### src/rtl/alb_pkg.sv
// ----------------------------------------------------------------------------
// Alarm LED blink package
// Shared types, register indexes and constants for the alarm LED blinker.
// ----------------------------------------------------------------------------
package alb_pkg;

  localparam int unsigned FlagW    = 8;
  localparam int unsigned CountW   = 8;
  localparam int unsigned PhaseW   = 5;
  localparam int unsigned TimeW    = 32;
  localparam int unsigned CfgIdxW  = 4;

  localparam logic [PhaseW-1:0] PhaseLast   = PhaseW'(19);
  localparam logic [CountW-1:0] CountSat    = '1;
  localparam logic [FlagW-1:0]  FlagsNone   = 8'hFF;

  localparam logic [FlagW-1:0]  TempMaskRst  = 8'd1;
  localparam logic [FlagW-1:0]  HumidMaskRst = 8'd2;
  localparam logic [FlagW-1:0]  LightMaskRst = 8'd4;
  localparam logic [CountW-1:0] HystRst      = 8'd5;

  typedef enum logic [CfgIdxW-1:0] {
    CFG_TEMP_MASK  = 4'd0,
    CFG_HUMID_MASK = 4'd1,
    CFG_LIGHT_MASK = 4'd2,
    CFG_HYST_TICKS = 4'd3
  } cfg_idx_e;

  typedef enum logic [2:0] {
    MODE_OFF    = 3'd0,
    MODE_FAST   = 3'd1,
    MODE_SLOW   = 3'd2,
    MODE_DOUBLE = 3'd3,
    MODE_SOLID  = 3'd4
  } led_pattern_e;

  typedef enum logic [1:0] {
    EV_NONE  = 2'd0,
    EV_ALARM = 2'd1,
    EV_CLEAR = 2'd2
  } event_kind_e;

  typedef struct packed {
    logic [FlagW-1:0]  temp_mask;
    logic [FlagW-1:0]  humid_mask;
    logic [FlagW-1:0]  light_mask;
    logic [CountW-1:0] hyst_ticks;
  } alb_cfg_t;

  typedef struct packed {
    logic              led_on;
    led_pattern_e      pattern;
    event_kind_e       event_kind;
    logic [FlagW-1:0]  event_flags;
    logic [TimeW-1:0]  event_time;
  } alb_result_t;

endpackage

### src/rtl/alb_cfg_regs.sv
// ----------------------------------------------------------------------------
// Alarm LED blink configuration registers
// Holds the three alarm masks and the hysteresis threshold.
// ----------------------------------------------------------------------------
module alb_cfg_regs import alb_pkg::*; (
  input  logic               clk_i,
  input  logic               rst_ni,
  input  logic               cfg_valid_i,
  output logic               cfg_ready_o,
  input  logic [CfgIdxW-1:0] cfg_index_i,
  input  logic [FlagW-1:0]   cfg_data_i,
  output alb_cfg_t           cfg_o
);

  alb_cfg_t cfg_q, cfg_d;

  assign cfg_ready_o = 1'b1;

  always_comb begin
    cfg_d = cfg_q;
    if (cfg_valid_i) begin
      case (cfg_index_i)
        CFG_TEMP_MASK:  cfg_d.temp_mask  = cfg_data_i;
        CFG_HUMID_MASK: cfg_d.humid_mask = cfg_data_i;
        CFG_LIGHT_MASK: cfg_d.light_mask = cfg_data_i;
        CFG_HYST_TICKS: cfg_d.hyst_ticks = cfg_data_i;
        default: ;
      endcase
    end
  end

  always_ff @(posedge clk_i or negedge rst_ni) begin
    if (!rst_ni) begin
      cfg_q.temp_mask  <= TempMaskRst;
      cfg_q.humid_mask <= HumidMaskRst;
      cfg_q.light_mask <= LightMaskRst;
      cfg_q.hyst_ticks <= HystRst;
    end else begin
      cfg_q <= cfg_d;
    end
  end

  assign cfg_o = cfg_q;

endmodule

### src/rtl/alb_core.sv
// ----------------------------------------------------------------------------
// Alarm LED blink core
// Tick state (phase, tick count, hysteresis counters, accepted flags) and
// the single-pass logic that turns one flag byte into one result.
// ----------------------------------------------------------------------------
module alb_core import alb_pkg::*; (
  input  logic             clk_i,
  input  logic             rst_ni,
  input  logic             step_i,
  input  logic [FlagW-1:0] flags_i,
  input  alb_cfg_t         cfg_i,
  output alb_result_t      result_o
);

  logic [PhaseW-1:0] phase_q, phase_d;
  logic [TimeW-1:0]  ticks_q, ticks_d;
  logic [CountW-1:0] confirm_q, confirm_d;
  logic [CountW-1:0] clear_q, clear_d;
  logic [FlagW-1:0]  accepted_q, accepted_d;

  logic         hit_t, hit_h, hit_l;
  logic [1:0]   hits;
  led_pattern_e mode;
  logic         led;
  logic         nonzero;
  logic         take_alarm, take_clear;

  always_comb begin
    hit_t = |(flags_i & cfg_i.temp_mask);
    hit_h = |(flags_i & cfg_i.humid_mask);
    hit_l = |(flags_i & cfg_i.light_mask);
    hits  = 2'(hit_t) + 2'(hit_h) + 2'(hit_l);

    if (hits == 2'd0)      mode = MODE_OFF;
    else if (hits >= 2'd2) mode = MODE_SOLID;
    else if (hit_t)        mode = MODE_FAST;
    else if (hit_h)        mode = MODE_SLOW;
    else                   mode = MODE_DOUBLE;

    case (mode)
      MODE_FAST:   led = ~phase_q[0];
      // Lit for the first half of each ten-tick half period.
      MODE_SLOW:   led = (phase_q < PhaseW'(5)) ||
                         ((phase_q >= PhaseW'(10)) && (phase_q < PhaseW'(15)));
      MODE_DOUBLE: led = (phase_q < PhaseW'(2)) ||
                         ((phase_q >= PhaseW'(4)) && (phase_q < PhaseW'(6)));
      MODE_SOLID:  led = 1'b1;
      default:     led = 1'b0;
    endcase
  end

  always_comb begin
    nonzero = |flags_i;
    if (nonzero) begin
      confirm_d = (confirm_q == CountSat) ? confirm_q : confirm_q + CountW'(1);
      clear_d   = '0;
    end else begin
      clear_d   = (clear_q == CountSat) ? clear_q : clear_q + CountW'(1);
      confirm_d = '0;
    end

    // A threshold of zero is met on the first tick, same as one.
    take_alarm = (flags_i != accepted_q) && nonzero && (confirm_d >= cfg_i.hyst_ticks);
    take_clear = (flags_i != accepted_q) && !nonzero && (clear_d >= cfg_i.hyst_ticks);

    accepted_d = accepted_q;
    if (take_alarm)      accepted_d = flags_i;
    else if (take_clear) accepted_d = '0;

    ticks_d = ticks_q + TimeW'(1);
    phase_d = (phase_q == PhaseLast) ? '0 : phase_q + PhaseW'(1);

    result_o.led_on      = led;
    result_o.pattern     = mode;
    result_o.event_kind  = take_alarm ? EV_ALARM : (take_clear ? EV_CLEAR : EV_NONE);
    result_o.event_flags = take_alarm ? flags_i : '0;
    result_o.event_time  = (take_alarm || take_clear) ? ticks_q : '0;
  end

  always_ff @(posedge clk_i or negedge rst_ni) begin
    if (!rst_ni) begin
      phase_q    <= '0;
      ticks_q    <= '0;
      confirm_q  <= '0;
      clear_q    <= '0;
      accepted_q <= FlagsNone;
    end else if (step_i) begin
      phase_q    <= phase_d;
      ticks_q    <= ticks_d;
      confirm_q  <= confirm_d;
      clear_q    <= clear_d;
      accepted_q <= accepted_d;
    end
  end

endmodule

### src/rtl/alarm_led_blink_with_hysteresis.sv
// ----------------------------------------------------------------------------
// Alarm LED blink with hysteresis
// One period tick per input transaction: blink mode, LED level and
// hysteresis-filtered alarm and clear events.
// ----------------------------------------------------------------------------
//  Channel  Direction  Handshake              Payload
//  in       input      in_valid_i/in_stall_o  alarm_flags_i
//  out      output     out_valid_o/out_stall_i led_on_o, pattern_o,
//                                             event_kind_o, event_flags_o,
//                                             event_time_o
//  cfg      input      cfg_valid_i/cfg_ready_o cfg_index_i, cfg_data_i
//
//  A tick is captured in the input register, passes the core logic and lands
//  in the result register, which drives the output.
//  One transaction per cycle is sustained while the output does not stall;
//  the limit is the single result register, which refills in the cycle it
//  is emptied.
//  Reset clears the counters and loads the accepted-flag and register resets.
//  An output stall holds full result and input registers, stalling the input.
// ----------------------------------------------------------------------------
module alarm_led_blink_with_hysteresis import alb_pkg::*; (
  input  logic               clk_i,
  input  logic               rst_ni,
  input  logic               in_valid_i,
  output logic               in_stall_o,
  input  logic [FlagW-1:0]   alarm_flags_i,
  output logic               out_valid_o,
  input  logic               out_stall_i,
  output logic               led_on_o,
  output logic [2:0]         pattern_o,
  output logic [1:0]         event_kind_o,
  output logic [FlagW-1:0]   event_flags_o,
  output logic [TimeW-1:0]   event_time_o,
  input  logic               cfg_valid_i,
  output logic               cfg_ready_o,
  input  logic [CfgIdxW-1:0] cfg_index_i,
  input  logic [FlagW-1:0]   cfg_data_i
);

  alb_cfg_t    cfg;
  alb_result_t core_res;
  alb_result_t res_q;

  logic             in_vld_q;
  logic [FlagW-1:0] flags_q;
  logic             out_vld_q;
  logic             out_adv;
  logic             step;
  logic             in_take;

  alb_cfg_regs u_cfg (
    .clk_i       (clk_i),
    .rst_ni      (rst_ni),
    .cfg_valid_i (cfg_valid_i),
    .cfg_ready_o (cfg_ready_o),
    .cfg_index_i (cfg_index_i),
    .cfg_data_i  (cfg_data_i),
    .cfg_o       (cfg)
  );

  // The result register can load when it is empty or being emptied.
  assign out_adv    = !out_vld_q || !out_stall_i;
  assign step       = in_vld_q && out_adv;
  assign in_stall_o = in_vld_q && !out_adv;
  assign in_take    = in_valid_i && !in_stall_o;

  alb_core u_core (
    .clk_i    (clk_i),
    .rst_ni   (rst_ni),
    .step_i   (step),
    .flags_i  (flags_q),
    .cfg_i    (cfg),
    .result_o (core_res)
  );

  always_ff @(posedge clk_i or negedge rst_ni) begin
    if (!rst_ni) begin
      in_vld_q  <= 1'b0;
      out_vld_q <= 1'b0;
    end else begin
      if (!in_stall_o) in_vld_q <= in_valid_i;
      if (out_adv)     out_vld_q <= in_vld_q;
    end
  end

  always_ff @(posedge clk_i) begin
    if (in_take) flags_q <= alarm_flags_i;
    if (step)    res_q   <= core_res;
  end

  assign out_valid_o   = out_vld_q;
  assign led_on_o      = res_q.led_on;
  assign pattern_o     = res_q.pattern;
  assign event_kind_o  = res_q.event_kind;
  assign event_flags_o = res_q.event_flags;
  assign event_time_o  = res_q.event_time;

  a_no_event_zero: assert property (@(posedge clk_i) disable iff (!rst_ni)
    out_vld_q && (res_q.event_kind == EV_NONE) |->
      (res_q.event_flags == '0) && (res_q.event_time == '0))
    else $error("payload set without an event");

  a_solid_lit: assert property (@(posedge clk_i) disable iff (!rst_ni)
    out_vld_q && (res_q.pattern == MODE_SOLID) |-> res_q.led_on)
    else $error("solid mode with LED dark");

  a_off_dark: assert property (@(posedge clk_i) disable iff (!rst_ni)
    out_vld_q && (res_q.pattern == MODE_OFF) |-> !res_q.led_on)
    else $error("off mode with LED lit");

  a_clear_flags: assert property (@(posedge clk_i) disable iff (!rst_ni)
    out_vld_q && (res_q.event_kind == EV_CLEAR) |-> (res_q.event_flags == '0))
    else $error("clear event carries flags");

  a_step_loads: assert property (@(posedge clk_i) disable iff (!rst_ni)
    step |=> out_vld_q)
    else $error("processed tick lost before result register");

endmodule

### config.mk
export PLATFORM = sky130hd
export DESIGN_NAME = alarm_led_blink_with_hysteresis
export DESIGN_NICKNAME = d
export VERILOG_FILES = /design/src/rtl/alb_pkg.sv /design/src/rtl/alb_cfg_regs.sv /design/src/rtl/alb_core.sv /design/src/rtl/alarm_led_blink_with_hysteresis.sv
export SDC_FILE = /design/constraint.sdc
export NUM_CORES = 1
export LEC_CHECK = 0
export BUFFER_PORTS_ARGS = -buffer_cell sky130_fd_sc_hd__buf_2
export CAP_MARGIN = 10
export CELL_PAD_IN_SITES_DETAIL_PLACEMENT = 1
export CELL_PAD_IN_SITES_GLOBAL_PLACEMENT = 1
export CORE_MARGIN = 3
export CORE_UTILIZATION = 51
export DETAILED_ROUTE_END_ITERATION = 8
export HOLD_SLACK_MARGIN = 0.05
export MAX_ROUTING_LAYER = met4
export PLACE_DENSITY = 0.83
export SLEW_MARGIN = 20
export SYNTH_ARGS = -nofsm -noshare
export SYNTH_HDL_FRONTEND = slang
export SYNTH_SLANG_ARGS = --single-unit
### constraint.sdc
create_clock -name clk_i -period 9 [get_ports clk_i]
set_input_delay 0.45 -clock clk_i [delete_from_list [all_inputs] [get_ports clk_i]]
set_output_delay 0.45 -clock clk_i [all_outputs]
set_load 0.005 [all_outputs]
# Yosys cells after proc, flatten, opt, wreduce, memory -nomap -nowiden
# Cells that the tools add are included.
# W data, S select, Z words.
dict set report classes {
  addsub 6
  order_cmp 9
  n_eq_ne 11
  muxes 13
  bitwise 4
  n_reduce_logical 30
}
# cell n
set ops {}
lappend ops {{$mux W8} 6}
lappend ops {{$add A32 B1 Y32 const B} 1}
lappend ops {{$reduce_or A8 Y1} 4}
lappend ops {{$and A8 B8 Y8} 3}
lappend ops {{$add A8 B1 Y8 const B} 2}
lappend ops {{$eq A8 B8 Y1 const B} 2}
lappend ops {{$ge A8 B8 Y1} 2}
lappend ops {{$lt A5 B3 Y1 const B} 2}
lappend ops {{$reduce_and A2 Y1} 5}
lappend ops {{$logic_and A1 B1 Y1} 9}
lappend ops {{$mux W3} 3}
lappend ops {{$eq A4 B2 Y1 const B} 2}
lappend ops {{$ne A8 B8 Y1} 1}
lappend ops {{$eq A3 B2 Y1 const B} 2}
lappend ops {{$add A5 B1 Y5 const B} 1}
lappend ops {{$eq A5 B5 Y1 const B} 1}
lappend ops {{$ge A5 B3 Y1 const B} 1}
lappend ops {{$ge A5 B4 Y1 const B} 1}
lappend ops {{$logic_not A1 Y1} 5}
lappend ops {{$lt A5 B2 Y1 const B} 1}
lappend ops {{$lt A5 B4 Y1 const B} 1}
lappend ops {{$mux W5} 1}
lappend ops {{$eq A4 B1 Y1 const B} 1}
lappend ops {{$logic_not A4 Y1} 1}
lappend ops {{12 further kinds} 15}
dict set report word_totals {
  regBits 149
  out_inout_bits 49
}

# Longest topological paths before layout
dict set report logic_depth {
  word_depth 9
  ltp_mapped 14
  depth_no_buf 12
}

# Cells and area by module
# A second synthesis with hierarchy kept.
dict set report unflattened {
  hier_cells 571
  area_unflattened_um2 7118.1
}
# module instances cells_per_inst area_each_um2
set by_module_without_submodules {}
lappend by_module_without_submodules {alb_core 1 435 4137.7}
lappend by_module_without_submodules {alarm_led_blink_with_hysteresis 1 62 1714.1}
lappend by_module_without_submodules {alb_cfg_regs 1 74 1266.2}

# Least setup slack after synthesis
# No wires, ideal clock.
dict set report synth_timing {
  kind {reg-to-reg}
  start {register flags_q[4]}
  end {register res_q, in the netlist event_time_o[10] (data pin)}
  arrival_ps 3072
  path_slack_ps 5674
  stages_incl_launch_ff 13
  n_path_buf 2
  period_less_slack_ps 3326
  path_cell_list {edfxtp_1 -> or4_4 -> or2_1 -> clkbuf_1 -> a31oi_1 -> o21a_1 -> ha_1 -> or3_1 -> a21oi_1 -> o31ai_1 -> o211a_2 -> buf_6 -> and2_1}
}
dict set report synth_via {
  elab_chain_cells 5
  elab_cells_between_ends 12
  classes_between {2 x order compare; 1 x eq/ne; 2 x mux; 7 x reduce/logical}
}
# element line_no
set synth_lines {}
lappend synth_lines {{from (decl)} alarm_led_blink_with_hysteresis.sv:45} ;# logic [FlagW-1:0] flags_q;
lappend synth_lines {{from (signal assigned)} alarm_led_blink_with_hysteresis.sv:87} ;# if (in_take) flags_q <= alarm_flags_i;
lappend synth_lines {{$reduce_or A8 Y1} alb_core.sv:53} ;# nonzero = |flags_i;
lappend synth_lines {{$mux W8} alb_core.sv:54} ;# if (nonzero) begin
lappend synth_lines {{net u_core.clear_d[2]} alb_core.sv:18} ;# logic [CountW-1:0] clear_q, clear_d;
lappend synth_lines {{$ge A8 B8 Y1} alb_core.sv:64} ;# take_clear = (flags_i != accepted_q) && !nonzero && (clear_d >= cfg_i.hyst_ticks);
lappend synth_lines {{$logic_and A1 B1 Y1} alb_core.sv:64}
lappend synth_lines {{$logic_or A1 B1 Y1} alb_core.sv:77} ;# result_o.event_time = (take_alarm || take_clear) ? ticks_q : '0;
lappend synth_lines {{to (signal assigned)} alarm_led_blink_with_hysteresis.sv:88} ;# if (step) res_q <= core_res;
lappend synth_lines {{to (decl)} alarm_led_blink_with_hysteresis.sv:42} ;# alb_result_t res_q;
# The timed path passes the listed nets, and every way through them passes these cells.
# A chain may end at the register's enable or synchronous reset.

# Worst setup path in the final report
dict set report layout_timing {
  start {register flags_q[4]}
  end {register res_q, in the netlist event_time_o[22] (data pin)}
}
dict set report layout_via {
  elab_chain_cells 5
  elab_cells_between_ends 12
  classes_between {2 x order compare; 1 x eq/ne; 2 x mux; 7 x reduce/logical}
}
# element line_no
set layout_lines {}
lappend layout_lines {{$reduce_or A8 Y1} alb_core.sv:53}
lappend layout_lines {{$mux W8} alb_core.sv:54}
lappend layout_lines {{net u_core.confirm_d[5]} alb_core.sv:17} ;# logic [CountW-1:0] confirm_q, confirm_d;
lappend layout_lines {{$ge A8 B8 Y1} alb_core.sv:63} ;# take_alarm = (flags_i != accepted_q) && nonzero && (confirm_d >= cfg_i.hyst_ticks);
lappend layout_lines {{$logic_and A1 B1 Y1} alb_core.sv:63}
lappend layout_lines {{$logic_or A1 B1 Y1} alb_core.sv:77}
# The timed path passes the listed nets, and every way through them passes these cells.

==> results.md <==
* Minimum clock period at just under 4 ns
* Initial core utilization at 0.532
* Setup crit end kind: flop
* Critical Path Start: flags_q[4]
* Critical Path Fanout Max at 32
* Pint at around 1500 uW
* Overflow after GRT at 0
* Wl on met1 at 6.61 mm
* Post-route setup TNS at 0 ns
* CTS tree: done
* Vias at between 4k and 5k
* Reg area at roughly 4000 um^2
* Post-detail-place hpwl at roughly 11 mm
* CP delay by family, top: simple AND/OR/NAND/NOR gates
* CP required at just over 9 ns
* Placed cell area at 7370 um^2
* Synthesis-to-layout area growth at 16.5%
* Die Ht at roughly 120 um
* Combinational power share at 0.190
* Pre-CTS WS at between 5 and 6 ns
* Setup Buffers After CTS at 0
* Port Buffers at 72
* Tot GR Track Use at 0.240
* # Max-Cap Violations at 0
* Commonest cells post-synth: dfrtp_1 (82), edfxtp_1 (54), and2_1 (45), mux2_2 (36), nand2_1 (36)
* Yosys top cell by area: dfrtp_1
* Area contributors post-synth: dfrtp_1 (30%), edfxtp_1 (24%), mux2_2 (5.9%), dfstp_2 (5.0%), and2_1 (4.1%)
* Initial DRT Pass Iterations at 5
* Slowest stage cell, crit path: or4_4
* Placer Congestion at around 0.83
* Critical path depth at 9
* Switch share at 0.290
* CP startpoint kind: flop
* Register area share after synthesis at 0.586
* Power Dens Cells at 257 nW/um^2
* Sw power at approximately 600 uW
* ANT cells at 0
* Row cnt at 41
* Final Power at 2050 uW
* Fraction of layout cells with a size suffix above 1 at 0.250
* Worst skew pair latency at 0.43 ns
* Die width at around 120 um
* Final worst setup slack at about 5.1 ns
* Syn Nets at about 600
* Max layer used: met4
* Main flop type after synthesis: dfrtp_1
* Final Cycle Share at 0.435
* CTS Buf Count at 17
* WHS at just under 0.2 ns
* Max-Slew Margin vs Limit at 0.427
* Crit Path Class: flop to flop
* Hold Crit Class: input port to flop
* R2R depth at 9
* Most common cell in the synthesized netlist: dfrtp_1
* I/O pin cnt at 74
* CP cell instances: or4_4 > nor2_2 > a21oi_1 > ha_1 > a21o_1 > a221oi_1 > o21ai_0 > o211a_2 > and2_1
* Vias in the first global route at 5195
* Yosys Warn Count at 0
* Netlist Area Pre-Place at roughly 6900 um^2
* EDFF count, synth at 54
* Max VDD drop at about 0.0002 V
* WL met2 at 8.33 mm
* Synth cell types at between 50 and 60
* Post-Syn Area per Cell at around 12 um^2
* Worst Setup EP: event_time_o[22]
* LEAKAGE at roughly 0.0035 uW
* Clock Skews at between 0.007 and 0.008 ns
* Reg-to-reg slack, setup at approximately 5.1 ns
* Critical path's largest stage delay at 0.61 ns
* Nets at between 600 and 700
* Synthesis-stage register bit count at ~150
* Synth Instances at 549
* Core area at approximately 13000 um^2
* Final hold viol count at 0
* F_max at between 0.2 and 0.3 GHz
* CTS max path bufs at 2
* Largest net degree at the start of global routing at roughly 70
* Outcome: completed
* Slew @ Worst Pin at 0.859 ns
* Max H-tree Level at 4
* Antenna violations before repair at 0
* Residual DRC at 0
* Die ar. at around 15000 um^2
* Reg clk slew, reported paths at 0.06 ns
* Finished Cell Area at between 7000 and 8000 um^2
* Data arrival, critical path at about 4 ns
* Share of the synthesized area in the top cell type at 0.299
* Fillers at ~1.3k
* Final wirelength at roughly 16 mm
* Sequential share of power at 0.458
* RSZ-0062 raised after global routing: false
* Clock group share of total power at 0.351
* CP bufs+invs at 0
* First-pass GRT wire length at between 20 and 30 mm
* Detailed-routed wire length on met3 at 636 um
* WL/cell at just under 20 um
* Total clock sinks at ~150
* Area of the multi-input gates at approximately 2700 um^2
* Ys async rst share at 0.638
* Reg-to-reg startpoint: flags_q[4]
* R2R Path End: event_time_o[22]
* Final setup viols at 0
* Number of DRC markers in iteration 0 at 299
* Clock Tree Root: clkbuf_16
* Max Transition Viols Final at 0
* Vias per inst at ~5.8
* Final ANT Viol Nets at 0
==> flip-flops by register name (all words and copies together) (netlist names), 2 cells and up <==
signal / cells
u_core.phase_q: 5
u_core.clear_q: 8
u_core.ticks_q: 32
pattern_o: 3
u_cfg.cfg_o: 32
flags_q: 8
u_core.confirm_q: 8
event_flags_o: 8
event_time_o: 32
event_kind_o: 2
u_core.accepted_q: 8
==> how the worst min path moves through the flow <==
stage	start	to	slack, ns	cells past startpoint
finish	alarm_flags_i[0]	flags_q[0]	0.19	1
floorplan	rst_ni	in_vld_q	0.15	0
global placement	rst_ni	out_valid_o	0.40	1
global route	alarm_flags_i[0]	flags_q[0]	0.18	1
detailed placement	rst_ni	out_valid_o	0.40	1
CTS	alarm_flags_i[0]	flags_q[0]	0.18	1
==> power groups by stage <==
stage | Sequential, uW | Combinational (uW) | Clock, uW
floorplan | 923 | 287 | 0
global placement | 939 | 356 | 0
detailed placement | 952 | 388 | 0
CTS | 941 | 396 | 730
global route | 958 | 440 | 761
finish | 941 | 391 | 722
==> timing repair <==
action,4_1_cts,5_1_grt
hold buffers,1,0
endpoints found under the hold margin,27,0
resized for setup,0,0
==> layout by cell type (no fill, tap or decap), types with 3 or more instances in the layout <==
cell type	instances
xor2_1	18
a31oi_1	6
and4_1	6
clkbuf_1	3
buf_4	4
dfrtp_1	82
o21ai_0	11
nand2_1	36
and3_1	11
and2_1	45
nor2_1	30
nand3_1	19
a22oi_1	13
ha_1	21
mux2_2	36
inv_1	13
buf_2	71
nor4_1	3
dfstp_2	13
o21a_1	3
edfxtp_1	54
nand2b_1	6
nor3_1	7
a32o_1	8
clkbuf_16	19
o31ai_1	9
a21o_1	4
a21oi_1	12
xnor2_1	27
nand4_1	14
==> cell type report <==
class / count / share of cell area
sequential: 149 / 0.503
multi-input combinational: 373 / 0.339
clock buffer: 22 / 0.0610
timing repair buffer: 76 / 0.0495
tap: 172 / 0.0270
clock inverter: 10 / 0.0146
inverter: 14 / 0.00658
==> logic make-up after synthesis <==
logic type	synth area share
AOI/OAI and AO/OA	0.0792
xor gates and xnor gates	0.0575
adders and majority gates	0.0427
buffers and inverters	0.0199
DFF	0.586
muxes	0.0621
other	0.000547
and+or+nand+nor	0.152
==> through the flow <==
step	util	std cells
after floorplan	-	549
after global placement	0.573	783
after detailed placement	0.573	783
after CTS	0.620	816
after global routing	0.620	816
final	0.620	816
==> routing by layer <==
metal	track usage	vias to the layer above
met1	0.282	2385
li1	-	2168
met4	0.105	0
met3	0.0483	42
met2	0.402	113
met5	-	-
Power figures use the tool's default switching activity.
